$ cat config.mk
export PLATFORM = sky130hd
export DESIGN_NAME = ofiw_ctrl
export DESIGN_NICKNAME = d
export VERILOG_FILES = /design/src/rtl/core/ofiw_pkg.sv /design/src/rtl/core/ofiw_ctrl.sv
export SDC_FILE = /design/constraint.sdc
export NUM_CORES = 1
export LEC_CHECK = 0
export BUFFER_PORTS_ARGS = -buffer_cell sky130_fd_sc_hd__buf_2
export CORE_AREA = 2 2 39 41
export DETAILED_ROUTE_END_ITERATION = 8
export DIE_AREA = 0 0 41 43
export SYNTH_ARGS = -nofsm -noshare
export SYNTH_HDL_FRONTEND = slang
export SYNTH_SLANG_ARGS = --single-unit
$ cat constraint.sdc
create_clock -name i_clk -period 2.1 [get_ports i_clk]
set_clock_uncertainty 0.05 [all_clocks]
set_input_delay 0.21 -clock i_clk [delete_from_list [all_inputs] [get_ports i_clk]]
set_output_delay 0.21 -clock i_clk [all_outputs]
set_load 0.01 [all_outputs]
$ cat src/rtl/core/ofiw_pkg.sv
// ofiw_pkg: shared types, constants and helpers for the windowed order flow imbalance unit.
// No dependencies; every other file of the block but ofiw_ram depends on it.

package ofiw_pkg;

    localparam int TS_W      = 48;
    localparam int PX_W      = 32;
    localparam int INC_W     = 34;
    localparam int SUM_W     = 64;
    localparam int WIN_W     = 16;
    localparam int CFG_IDX_W = 8;

    // register indexes of the configuration port
    localparam logic [CFG_IDX_W-1:0] CFG_SHORT_WIN = 8'd0;
    localparam logic [CFG_IDX_W-1:0] CFG_LONG_WIN  = 8'd1;

    localparam logic [WIN_W-1:0] SHORT_WIN_RST = 16'd1000;
    localparam logic [WIN_W-1:0] LONG_WIN_RST  = 16'd5000;

    localparam logic signed [SUM_W-1:0] SUM_MAX = {1'b0, {(SUM_W-1){1'b1}}};
    localparam logic signed [SUM_W-1:0] SUM_MIN = {1'b1, {(SUM_W-1){1'b0}}};

    typedef struct packed {
        logic            mode;
        logic [TS_W-1:0] timestamp_ms;
        logic            quote_present;
        logic [PX_W-1:0] bid_price;
        logic [PX_W-1:0] bid_qty;
        logic [PX_W-1:0] ask_price;
        logic [PX_W-1:0] ask_qty;
    } t_in_item;

    typedef struct packed {
        logic signed [SUM_W-1:0] ofi_total;
        logic signed [SUM_W-1:0] ofi_short;
        logic signed [SUM_W-1:0] ofi_long;
        logic                    increment_applied;
        logic                    history_overflow;
    } t_out_item;

    typedef struct packed {
        logic latch;
        logic calc;
        logic trim_read;
        logic trim_pop;
        logic push;
        logic scan_init;
        logic scan_step;
        logic load_out;
    } t_ctrl_cmd;

    typedef struct packed {
        logic apply_now;
        logic ring_empty;
        logic trim_expired;
        logic scan_more;
        logic scan_pending;
        logic out_free;
    } t_dp_status;

    function automatic logic signed [SUM_W-1:0] sat_add(
        input logic signed [SUM_W-1:0] a,
        input logic signed [SUM_W-1:0] b
    );
        logic [SUM_W:0] sum;
        sum = {a[SUM_W-1], a} + {b[SUM_W-1], b};
        if (sum[SUM_W] != sum[SUM_W-1]) begin
            return sum[SUM_W] ? SUM_MIN : SUM_MAX;
        end
        return sum[SUM_W-1:0];
    endfunction

endpackage

$ cat src/rtl/core/ofiw_ctrl.sv
// ofiw_ctrl: sequencer for one item: increment, ring trim, push, window scan, result load.
// Depends on ofiw_pkg for the command and status structs.

module ofiw_ctrl (
    input  logic                 i_clk,
    input  logic                 i_rst_n,
    input  logic                 i_in_valid,
    output logic                 o_in_ready,
    input  ofiw_pkg::t_dp_status i_status,
    output ofiw_pkg::t_ctrl_cmd  o_cmd
);
    import ofiw_pkg::*;

    typedef enum logic [7:0] {
        S_IDLE      = 8'b0000_0001,
        S_INC       = 8'b0000_0010,
        S_TRIM_RD   = 8'b0000_0100,
        S_TRIM_CHK  = 8'b0000_1000,
        S_PUSH      = 8'b0001_0000,
        S_SCAN_INIT = 8'b0010_0000,
        S_SCAN      = 8'b0100_0000,
        S_DONE      = 8'b1000_0000
    } t_state;

    t_state r_state;
    t_state n_state;

    always_ff @(posedge i_clk) begin
        if (!i_rst_n) begin
            r_state <= S_IDLE;
        end else begin
            r_state <= n_state;
        end
    end

    always_comb begin
        n_state    = r_state;
        o_cmd      = '0;
        o_in_ready = 1'b0;
        unique case (r_state)
            S_IDLE: begin
                o_in_ready = 1'b1;
                if (i_in_valid) begin
                    o_cmd.latch = 1'b1;
                    n_state     = S_INC;
                end
            end
            S_INC: begin
                o_cmd.calc = 1'b1;
                n_state    = i_status.apply_now ? S_TRIM_RD : S_SCAN_INIT;
            end
            S_TRIM_RD: begin
                if (i_status.ring_empty) begin
                    n_state = S_PUSH;
                end else begin
                    o_cmd.trim_read = 1'b1;
                    n_state         = S_TRIM_CHK;
                end
            end
            S_TRIM_CHK: begin
                // pop the head while it lies outside the long window
                if (i_status.trim_expired) begin
                    o_cmd.trim_pop = 1'b1;
                    n_state        = S_TRIM_RD;
                end else begin
                    n_state = S_PUSH;
                end
            end
            S_PUSH: begin
                o_cmd.push = 1'b1;
                n_state    = S_SCAN_INIT;
            end
            S_SCAN_INIT: begin
                o_cmd.scan_init = 1'b1;
                n_state         = S_SCAN;
            end
            S_SCAN: begin
                o_cmd.scan_step = 1'b1;
                if (!i_status.scan_more && !i_status.scan_pending) begin
                    n_state = S_DONE;
                end
            end
            S_DONE: begin
                if (i_status.out_free) begin
                    o_cmd.load_out = 1'b1;
                    n_state        = S_IDLE;
                end
            end
            default: begin
                n_state = S_IDLE;
            end
        endcase
    end

endmodule

After elaboration in Yosys (flattened, before gate mapping)
Index checks and enable logic that the tools add are counted.
Word-level totals
  register bits after elaboration: 8
  bits of input ports: 9
  output and inout port bits: 9
  logic and storage cells: 36
Operators by class
  eq/ne operators: 11
  mux-type cells: 20
  reduce and logical (&&, ||, !) cells: 4
Operators by type and width (number)
  $pmux W8 S8: 1
  $mux W8: 3
  $mux W1: 13
  $mux W5: 2
  $eq A8 B1 Y1 const B: 1
  $eq A8 B2 Y1 const B: 1
  $eq A8 B3 Y1 const B: 1
  $eq A8 B4 Y1 const B: 1
  $eq A8 B5 Y1 const B: 1
  $eq A8 B6 Y1 const B: 1
  $eq A8 B7 Y1 const B: 1
  $eq A8 B8 Y1 const B: 1
  $mux W6: 1
  $ne A2 B2 Y1 const B: 3
  $reduce_and A3 Y1: 1
  $logic_not A1 Y1: 2
  $logic_and A1 B1 Y1: 1

Longest topological paths before layout
Gate-level depths: netlist (run 1).
  word-level depth: 4
  depth in mapped cells: 5
  depth with buffers taken out: 5

Worst setup path after synthesis (run 1)
OpenSTA, ideal clock, no wires.
  kind: register to output
  start point: register r_state[0]
  end point: output port o_cmd[4] (netlist name)
  arrival: 1674 ps
  setup slack: 166 ps
  cell stages (with the launch flop): 5
  path through: dfxtp_1 -> or4_4 -> or3_4 -> or3_4 -> inv_1
RTL lines
  start: declaration: line ofiw_ctrl.sv:25  | t_state r_state;
  start signal: assignment: line ofiw_ctrl.sv:32  | r_state <= n_state;
  end: declaration: line ofiw_ctrl.sv:10  | output ofiw_pkg::t_ctrl_cmd o_cmd

==> out/qor.csv, run 1 <==
stage,metric,value,unit
final_layout,num-fill-cells,145,
synth,synth_ff_type,dfxtp_1,
global_route,grt_max_degree,10,
synth,syn_nets,69,
sta,fin_crit_sh,105,%
final_layout,final_area,661,um^2
critical_path,cp.arrival,1.95,ns
final_layout,max_flop_register,r_state,
sta,max_freq,453,MHz
place,pre_cts_slack,0.0985,ns
power,clkPwrFrac,33.3,%
critical_path,cp_cell_sequence,"or4_4, or3_4, or3_4, inv_2, buf_6",
final_layout,antenna_cells,0,
sta,tns,-0.143,ns
synth,synth.area.top_cells,"dfxtp_1 (32%), nand2b_1 (5.0%), nor3_1 (5.0%)",
flow_run,cap_violations,0,
critical_path,max_stage_delay,0.53,ns
die,core,0.00138,mm^2
synth,seq_area_frac_synth,32.2,%
critical_path,rr_endpoint,r_state[2]$_SDFFE_PN0P_,
sta,slew_headroom,69.0,%
power,swShare,26.2,%
synth,synth_cells,60,
place,portBuffers,17,
die,die_x,41,um
min_path,hp-start,i_status[4],
status,status,"finished, violations left",
die,num_io_pins,18,
sta,fin_hold_ws,0.107,ns
drt,via_count,518,
die,start_util,35.9,%
die,die_y,43,um
power,cellInternalPower,264,uW
global_route,grt_antenna_before_repair,0,
clock_tree,numCtsBuffers,3,
clock_tree,clkTransAtPathRegs,0.06,ns
power,p_total,357,uW
synth,synth_edf_count,0,
clock_tree,cts_max_level,1,
sta,finalSetupViolations,3,
power,powerDensity,540,mW/mm^2
min_path,hold_path.class,primary input to flip-flop,
critical_path,crit_buf_inv,2,
critical_path,r2r_cells,5,
drt,drc_errors,0,
sta,period_minus_slack,2.21,ns
final_layout,drive_gt1_share,38.6,%
sta,drv_slew,0,
critical_path,critPathMostFrequentCell,or3_4,
die,die_area,0.00176,mm^2
clock_tree,cts_tree,built,
die,num_rows,14,
global_route,grt_usage,16.3,%
synth,ys_async_sr_fraction,0,%
drt,dr.first_iter.drc_count,7,
drt,drt-vias-per-instance,5.23,
power,p_leak,0.000305,uW
drt,wl_per_cell,11.7,um
clock_tree,clockBufferDepth,2,
synth,synth_area_per_cell,8.28,um^2
global_route,grt.overflow.total,0,
drt,first_pass_iters,3,
final_layout,largest_reg_flops,8,
global_route,grt_pass1_wl,1.88,mm
clock_tree,cts_sinks,8,
global_route,grt_pass1_vias,467,
power,pwr-share-comb,21.8,%
synth,synth-seq-cells,8,
power,vdd_drop_max,346,uV
place,dpl_cell_area,602,um^2
critical_path,reg2reg_setup_slack,0.22,ns
final_layout,fin_nets,94,
synth,synth_common_cells,"dfxtp_1 (8), nor3_1 (5), nand2_1 (4), nand2b_1 (4), nor2_1 (4)",
place,gp_congestion,0.739,
clock_tree,holdBufCountCts,0,
sta,rsz0062_at_grt,true,
sta,worstMarginPinSlew,0.460,ns
synth,netlist.area_leader.share,32.2,%
clock_tree,cts_root_buf,clkbuf_4,
critical_path,cp_slowest_cell,or4_4,
critical_path,critPathLaunchType,flip-flop,
min_path,holdPathEnd,r_state[3]$_SDFFE_PN0P_,
critical_path,crit_required,1.84,ns
synth,ys_warn_count,0,
power,seq_power_share,45.0,%
critical_path,path_depth,5,
clock_tree,worst_skew_pair.late_latency,0.26,ns
final_layout,synthToLayoutAreaGrowth,33.0,%
critical_path,critPathMaxFanout,4,
synth,yosys.cell_types.count,28,
status,violations,negative setup slack,
synth,syn-cell-area,497,um^2
critical_path,r2r_start,r_state[1]$_SDFFE_PN0P_,
synth,synth_most_common_cell,dfxtp_1,
final_layout,reg.largest.list,r_state: 8 flops,
critical_path,end_kind,primary output,
sta,hold_viol,0,
critical_path,cp_top_family,simple AND/OR/NAND/NOR gates,
min_path,hold_depth,2,
critical_path,critPathKind,flip-flop to primary output,
synth,yosys.area.top_type,dfxtp_1,
sta,setup_slack,-0.107,ns
place,dp_hpwl,859,um
power,p_switching,93.4,uW
drt,ant_nets,0,
drt,wl,1.16,mm
power groups by stage:
stage	Sequential [uW]	Clock [uW]	Combinational [uW]
2_1_floorplan	163	0	43.6
3_3_place_gp	163	0	68.9
3_5_place_dp	164	0	68.8
4_1_cts	160	126	77.7
5_1_grt	161	136	86.2
6_report	160	119	77.8
how the worst max path moves through the flow:
stage | from | endpoint | slack, ns
3_3_place_gp | r_state[0]$_SDFFE_PN1P_ | o_cmd[4] | 0.11
6_report | r_state[1]$_SDFFE_PN0P_ | o_cmd[4] | -0.11
3_5_place_dp | r_state[0]$_SDFFE_PN1P_ | o_cmd[4] | 0.1
5_1_grt | r_state[1]$_SDFFE_PN0P_ | o_cmd[4] | -0.17
4_1_cts | r_state[1]$_SDFFE_PN0P_ | o_cmd[4] | -0.14
2_1_floorplan | r_state[0]$_SDFFE_PN1P_ | o_cmd[4] | 0.17
cells in the final DEF (no fill, tap or decap), types with 2 or more instances in the layout:
master | Yosys | final
nor2_1 | 4 | 4
buf_4 | 1 | 4
nor3_1 | 5 | 4
o21ai_0 | 2 | 2
and3_1 | 3 | 3
nor2b_1 | 3 | 3
dfxtp_2 | 0 | 2
inv_1 | 3 | 2
nor3b_1 | 2 | 2
nand2b_1 | 4 | 4
nand2_1 | 4 | 4
nor4_1 | 3 | 3
or3_4 | 2 | 2
o21a_1 | 2 | 2
buf_2 | 0 | 16
clkbuf_4 | 0 | 3
dfxtp_1 | 8 | 6
final cells by class:
class	count	area (um^2)	area share, %
Clock buffer	3	22.5	3.41
Timing Repair Buffer	21	121	18.4
Multi-Input combinational cell	48	323	48.9
Inverter	3	11.3	1.70
Sequential cell	8	163	24.6
Tap cell	16	20.0	3.03
metrics by stage:
| stage | std cells | util [%] |
|---|---|---|
| after detailed placement | 93 | 43.5 |
| after CTS | 99 | 47.7 |
| after global routing | 99 | 47.7 |
| after floorplan | 60 | - |
| after global placement | 93 | 43.5 |
| final | 99 | 47.7 |
layer usage:
layer | track usage, % | wire [um] | part of all wire, %
met5 | 0 | 0 | 0
met4 | 6.00 | 12 | 1.0
met3 | 9.42 | 78 | 6.7
met2 | 22.2 | 532 | 46
met1 | 20.8 | 532 | 46
repair_timing:
action                                  4_1_cts  5_1_grt
gates cloned                                  0        0
buffers inserted                              3        0
endpoints found under the setup margin        2        5
hold endpoints to repair                      0        0
pin swaps                                     3        1
gates resized for setup                       5        0
cell families after synthesis:
| kind of cell | synth area share, % |
|---|---|
| AND/OR/NAND/NOR | 45.3 |
| AO/OA/AOI/OAI | 16.9 |
| flip-flops | 32.2 |
| buffers and inverters | 3.78 |
| XOR/XNOR | 1.76 |
Power figures use the tool's default switching activity.
==> run 2, diff against run 1 <==
--- a/config.mk
+++ b/config.mk
@@ -6,9 +6,8 @@
 export NUM_CORES = 1
 export LEC_CHECK = 0
 export BUFFER_PORTS_ARGS = -buffer_cell sky130_fd_sc_hd__buf_2
-export CORE_AREA = 2 2 39 41
+export CORE_UTILIZATION = 30
 export DETAILED_ROUTE_END_ITERATION = 8
-export DIE_AREA = 0 0 41 43
 export SYNTH_ARGS = -nofsm -noshare
 export SYNTH_HDL_FRONTEND = slang
 export SYNTH_SLANG_ARGS = --single-unit
==> constraint.sdc (replaced) <==
create_clock -name i_clk -period 1.9 [get_ports i_clk]
set_clock_uncertainty 0.05 [all_clocks]
set_input_delay 0.19 -clock i_clk [delete_from_list [all_inputs] [get_ports i_clk]]
set_output_delay 0.19 -clock i_clk [all_outputs]
set_load 0.01 [all_outputs]
==> out/qor.csv, run 2 (synthesis gave the netlist of run 1 again) <==
stage,metric,value,unit
place,gp_congestion,0.753,
final_layout,largest_reg_flops,8,
place,dp_hpwl,967,um
sta,rsz0062_at_grt,true,
power,vdd_drop_max,322,uV
die,num_rows,14,
final_layout,antenna_cells,0,
critical_path,critPathKind,flip-flop to primary output,
final_layout,max_flop_register,r_state,
clock_tree,numCtsBuffers,3,
place,dpl_cell_area,669,um^2
critical_path,critPathLaunchType,flip-flop,
clock_tree,cts_max_level,1,
critical_path,cp_cell_sequence,"or4_4, or3_4, or3_4, inv_2, buf_6",
die,num_io_pins,18,
final_layout,reg.largest.list,r_state: 8 flops,
drt,drc_errors,0,
final_layout,layout_common_cells,"buf_2 (16), buf_4 (11), dfxtp_1 (6)",
status,violations,negative setup slack,
clock_tree,cts_root_buf,clkbuf_4,
final_layout,final_area,762,um^2
clock_tree,cts_tree,built,
final_layout,drive_gt1_share,48.4,%
critical_path,end_kind,primary output,
die,core,0.00152,mm^2
critical_path,cp.arrival,1.92,ns
global_route,grt_pass1_wl,1.84,mm
drt,wl_per_cell,12.1,um
global_route,grt_usage,13.8,%
global_route,busiest_layer,met2,
sta,slew_headroom,72.6,%
drt,drt-vias-per-instance,5.16,
clock_tree,cts_sinks,8,
drt,dr.first_iter.drc_count,7,
place,portBuffers,17,
sta,hold_viol,0,
critical_path,max_stage_delay,0.52,ns
critical_path,critPathMaxFanout,2,
global_route,grt_pass1_vias,468,
sta,period_minus_slack,2.16,ns
global_route,grt_max_degree,8,
power,p_leak,0.000352,uW
clock_tree,clockBufferDepth,2,
die,die_x,42.7,um
sta,drv_slew,0,
clock_tree,clkTransAtPathRegs,0.06,ns
global_route,grt.overflow.total,0,
critical_path,cp_slowest_cell,or4_4,
min_path,hold_depth,2,
drt,ant_nets,0,
global_route,met1_usage,17.8,%
sta,max_freq,462,MHz
global_route,grt_antenna_before_repair,0,
final_layout,final_common_cell,buf_2,
global_route,use_met2,20.3,%
critical_path,crit_required,1.66,ns
critical_path,critPathMostFrequentCell,or3_4,
drt,via_count,552,
status,status,"finished, violations left",
sta,tns,-0.685,ns
die,die_y,42.7,um
clock_tree,holdBufCountCts,0,
min_path,hold_path.class,primary input to flip-flop,
drt,wl,1.30,mm
critical_path,r2r_cells,8,
sta,finalSetupViolations,5,
clock_tree,worst_skew_pair.late_latency,0.26,ns
die,start_util,32.6,%
power,p_total,412,uW
sta,worstMarginPinSlew,0.401,ns
flow_run,cap_violations,0,
sta,setup_slack,-0.263,ns
die,die_area,0.00182,mm^2
global_route,use_met3,6.81,%
final_layout,fin_nets,102,
power,powerDensity,541,mW/mm^2
sta,fin_crit_sh,114,%
final_layout,synthToLayoutAreaGrowth,53.4,%
drt,first_pass_iters,4,
[run 2: report_power, final]
part / total [uW] / switching [uW] / internal [uW]
Sequential: 177 / 3.63 / 174
Clock: 133 / 60.3 / 72.5
Combinational: 102 / 46.9 / 55.2
Total: 412 / 111 / 301
[run 2: per-layer routing]
layer	up-vias	part of all wire [%]
li1	285	-
met1	252	50
met2	15	45
met3	0	4.9
met4	0	0
met5	-	0
[run 2: metrics by stage]
step	utilization [%]	cells	hold slack [ns]	setup WS, ns
floorplan	-	60	0.216	0.00461
global placement	43.9	102	0.335	-0.0238
detailed placement	43.9	102	0.340	-0.0376
CTS	48.2	107	0.0718	-0.266
global route	50.0	107	0.0925	-0.313
finish	50.0	107	0.0808	-0.263
[run 2: worst max-delay path: cells and delay by family (launching register included)]
kind | cells | cell delay, ns
simple gates | 3 | 1.20
flops | 1 | 0.32
buf+inv | 2 | 0.15
[run 2: timing repair]
item | 4_1_cts | 5_1_grt
endpoints found under the setup margin | 3 | 11
pin swaps | 4 | 2
gates resized for setup | 6 | 6
setup buffers | 2 | 1
[run 2: final timing paths]
kind | end | start | slack, ns
max | o_cmd[4] | r_state[0]$_SDFFE_PN1P_ | -0.26
min | r_state[3]$_SDFFE_PN0P_ | i_status[4] | 0.08
max reg2reg | r_state[4]$_SDFFE_PN0P_ | r_state[0]$_SDFFE_PN1P_ | -0.01
min reg2reg | r_state[0]$_SDFFE_PN1P_ | r_state[7]$_SDFFE_PN0P_ | 0.64
[run 2: layout make-up]
type,count,area (um^2)
sequential,8,163
tap,16,20.0
clock buffer,3,22.5
inverter,3,11.3
multi-input combinational,48,360
timing repair buffer,29,185
fill,155,762
==> run 3, diff against run 2 <==
--- a/config.mk
+++ b/config.mk
@@ -5,9 +5,10 @@
 export SDC_FILE = /design/constraint.sdc
 export NUM_CORES = 1
 export LEC_CHECK = 0
-export BUFFER_PORTS_ARGS = -buffer_cell sky130_fd_sc_hd__buf_2
 export CORE_UTILIZATION = 30
 export DETAILED_ROUTE_END_ITERATION = 8
+export DONT_BUFFER_PORTS = 1
+export PLACE_DENSITY_LB_ADDON = 0.05
 export SYNTH_ARGS = -nofsm -noshare
 export SYNTH_HDL_FRONTEND = slang
 export SYNTH_SLANG_ARGS = --single-unit
==> out/qor.csv, run 3 (synthesis gave the netlist of run 1 again) <==
stage,metric,value,unit
power,p_switching,110,uW
critical_path,r2r_start,r_state[0]$_SDFFE_PN1P_,
clock_tree,cts_root_buf,clkbuf_4,
die,die_area,0.00182,mm^2
sta,fin_crit_sh,111,%
critical_path,crit_required,1.66,ns
final_layout,synthToLayoutAreaGrowth,48.4,%
critical_path,critPathKind,flip-flop to primary output,
global_route,grt_usage,16.6,%
critical_path,rr_endpoint,r_state[4]$_SDFFE_PN0P_,
clock_tree,worst_skew_pair.late_latency,0.26,ns
global_route,grt_antenna_before_repair,0,
die,die_y,42.7,um
final_layout,final_common_cell,buf_4,
critical_path,critPathLaunchType,flip-flop,
die,die_x,42.7,um
power,powerDensity,559,mW/mm^2
place,gp_congestion,0.767,
status,violations,negative setup slack,
power,vdd_drop_max,291,uV
sta,hold_viol,0,
sta,rsz0062_at_grt,true,
critical_path,reg2reg_setup_slack,0.01,ns
min_path,hold_path.class,primary input to flip-flop,
clock_tree,clockBufferDepth,2,
clock_tree,clkTransAtPathRegs,0.05,ns
drt,dr.first_iter.drc_count,9,
clock_tree,numCtsBuffers,3,
clock_tree,cts_max_level,1,
final_layout,layout_common_cells,"buf_4 (16), dfxtp_1 (7)",
power,p_leak,0.000308,uW
place,portBuffers,0,
drt,first_pass_iters,3,
global_route,grt_max_degree,9,
die,num_io_pins,18,
power,p_total,412,uW
critical_path,cp.arrival,1.87,ns
die,core,0.00152,mm^2
die,num_rows,14,
drt,via_count,512,
place,pre_cts_slack,0.0188,ns
sta,finalSetupViolations,4,
sta,fin_hold_ws,0.0113,ns
final_layout,fin_cells,97,
drt,drt-vias-per-instance,5.28,
global_route,grt_pass1_vias,509,
power,pwr-share-comb,24.4,%
place,post-place-cells,89,
final_layout,largest_reg_flops,8,
sta,max_freq,475,MHz
min_path,hp-start,i_rst_n,
status,status,"finished, violations left",
final_layout,drive_gt1_share,38.3,%
critical_path,end_kind,primary output,
sta,worstMarginPinSlew,0.382,ns
sta,period_minus_slack,2.11,ns
die,start_util,32.6,%
power,cellInternalPower,302,uW
drt,ant_nets,0,
drt,wl,1.35,mm
sta,tns,-0.554,ns
final_layout,fin_nets,92,
global_route,grt_pass1_wl,2.21,mm
min_path,hold_depth,1,
power,clkPwrFrac,33.0,%
power,swShare,26.8,%
critical_path,critPathMaxFanout,3,
min_path,holdPathEnd,r_state[6]$_SDFFE_PN0P_,
final_layout,antenna_cells,0,
clock_tree,cts_tree,built,
clock_tree,cts_sinks,8,
place,dp_hpwl,971,um
critical_path,r2r_cells,7,
final_layout,reg.largest.list,r_state: 8 flops,
power,seq_power_share,42.6,%
final_layout,num-fill-cells,170,
global_route,grt.overflow.total,0,
final_layout,max_flop_register,r_state,
sta,drv_slew,0,
sta,setup_slack,-0.205,ns
drt,wl_per_cell,13.9,um
drt,drc_errors,0,
flow_run,cap_violations,0,
sta,slew_headroom,73.8,%
==> run 3: power by group through the flow <==
stage          registers, uW  clock network (uW)  logic (uW)
2_1_floorplan            180                   0        48.2
3_3_place_gp             179                   0        75.8
3_5_place_dp             179                   0        75.4
4_1_cts                  175                 143        96.5
5_1_grt                  176                 147         110
6_report                 176                 136         100
==> run 3: routing by layer <==
metal	share of wire, %	wire (um)	vias to the layer above	GRT usage, %
li1	-	-	262	-
met1	48	645	232	21.7
met2	44	597	16	23.6
met3	7.5	101	2	8.09
met4	0.59	8	0	5.63
met5	0	0	-	0
==> run 3: timing repair <==
| action | 4_1_cts | 5_1_grt |
|---|---|---|
| buffers inserted | 3 | 0 |
| endpoints found under the hold margin | 3 | 0 |
| setup endpoints to repair | 3 | 11 |
| gates resized for setup | 4 | 6 |
| hold buffers | 2 | 0 |
| pin swaps | 3 | 1 |
| cloned | 0 | 0 |
==> run 3: final cells by class <==
class,instances,area [um^2],share of cell area [%]
multi-input combinational,48,370,50.3
sequential,8,161,21.9
timing repair buffer,19,151,20.5
clock buffer,3,22.5,3.06
tap,16,20.0,2.72
inverter,3,11.3,1.53
==> run 3: through the flow <==
stage | utilization, % | area [um^2]
2_1_floorplan | - | 497
3_3_place_gp | 40.3 | 614
3_5_place_dp | 40.3 | 614
4_1_cts | 45.6 | 696
5_1_grt | 48.4 | 737
6_report | 48.4 | 737
==> run 3: how the worst max path moves through the flow <==
stage,start,endpoint,slack [ns],cells past startpoint
2_1_floorplan,r_state[0]$_SDFFE_PN1P_,o_cmd[4],0.005,4
3_3_place_gp,r_state[1]$_SDFFE_PN0P_,r_state[4]$_SDFFE_PN0P_,0.02,6
3_5_place_dp,r_state[1]$_SDFFE_PN0P_,o_cmd[4],0.02,4
4_1_cts,r_state[0]$_SDFFE_PN1P_,o_cmd[4],-0.22,4
5_1_grt,r_state[0]$_SDFFE_PN1P_,o_cmd[4],-0.25,4
6_report,r_state[0]$_SDFFE_PN1P_,o_cmd[4],-0.21,4
==> run 3: worst max-delay path, stage by stage (launching register included) <==
cell and delay, ns:
dfxtp_1 0.31, or4_4 0.53, or3_4 0.35, or3_4 0.35, inv_2 0.08
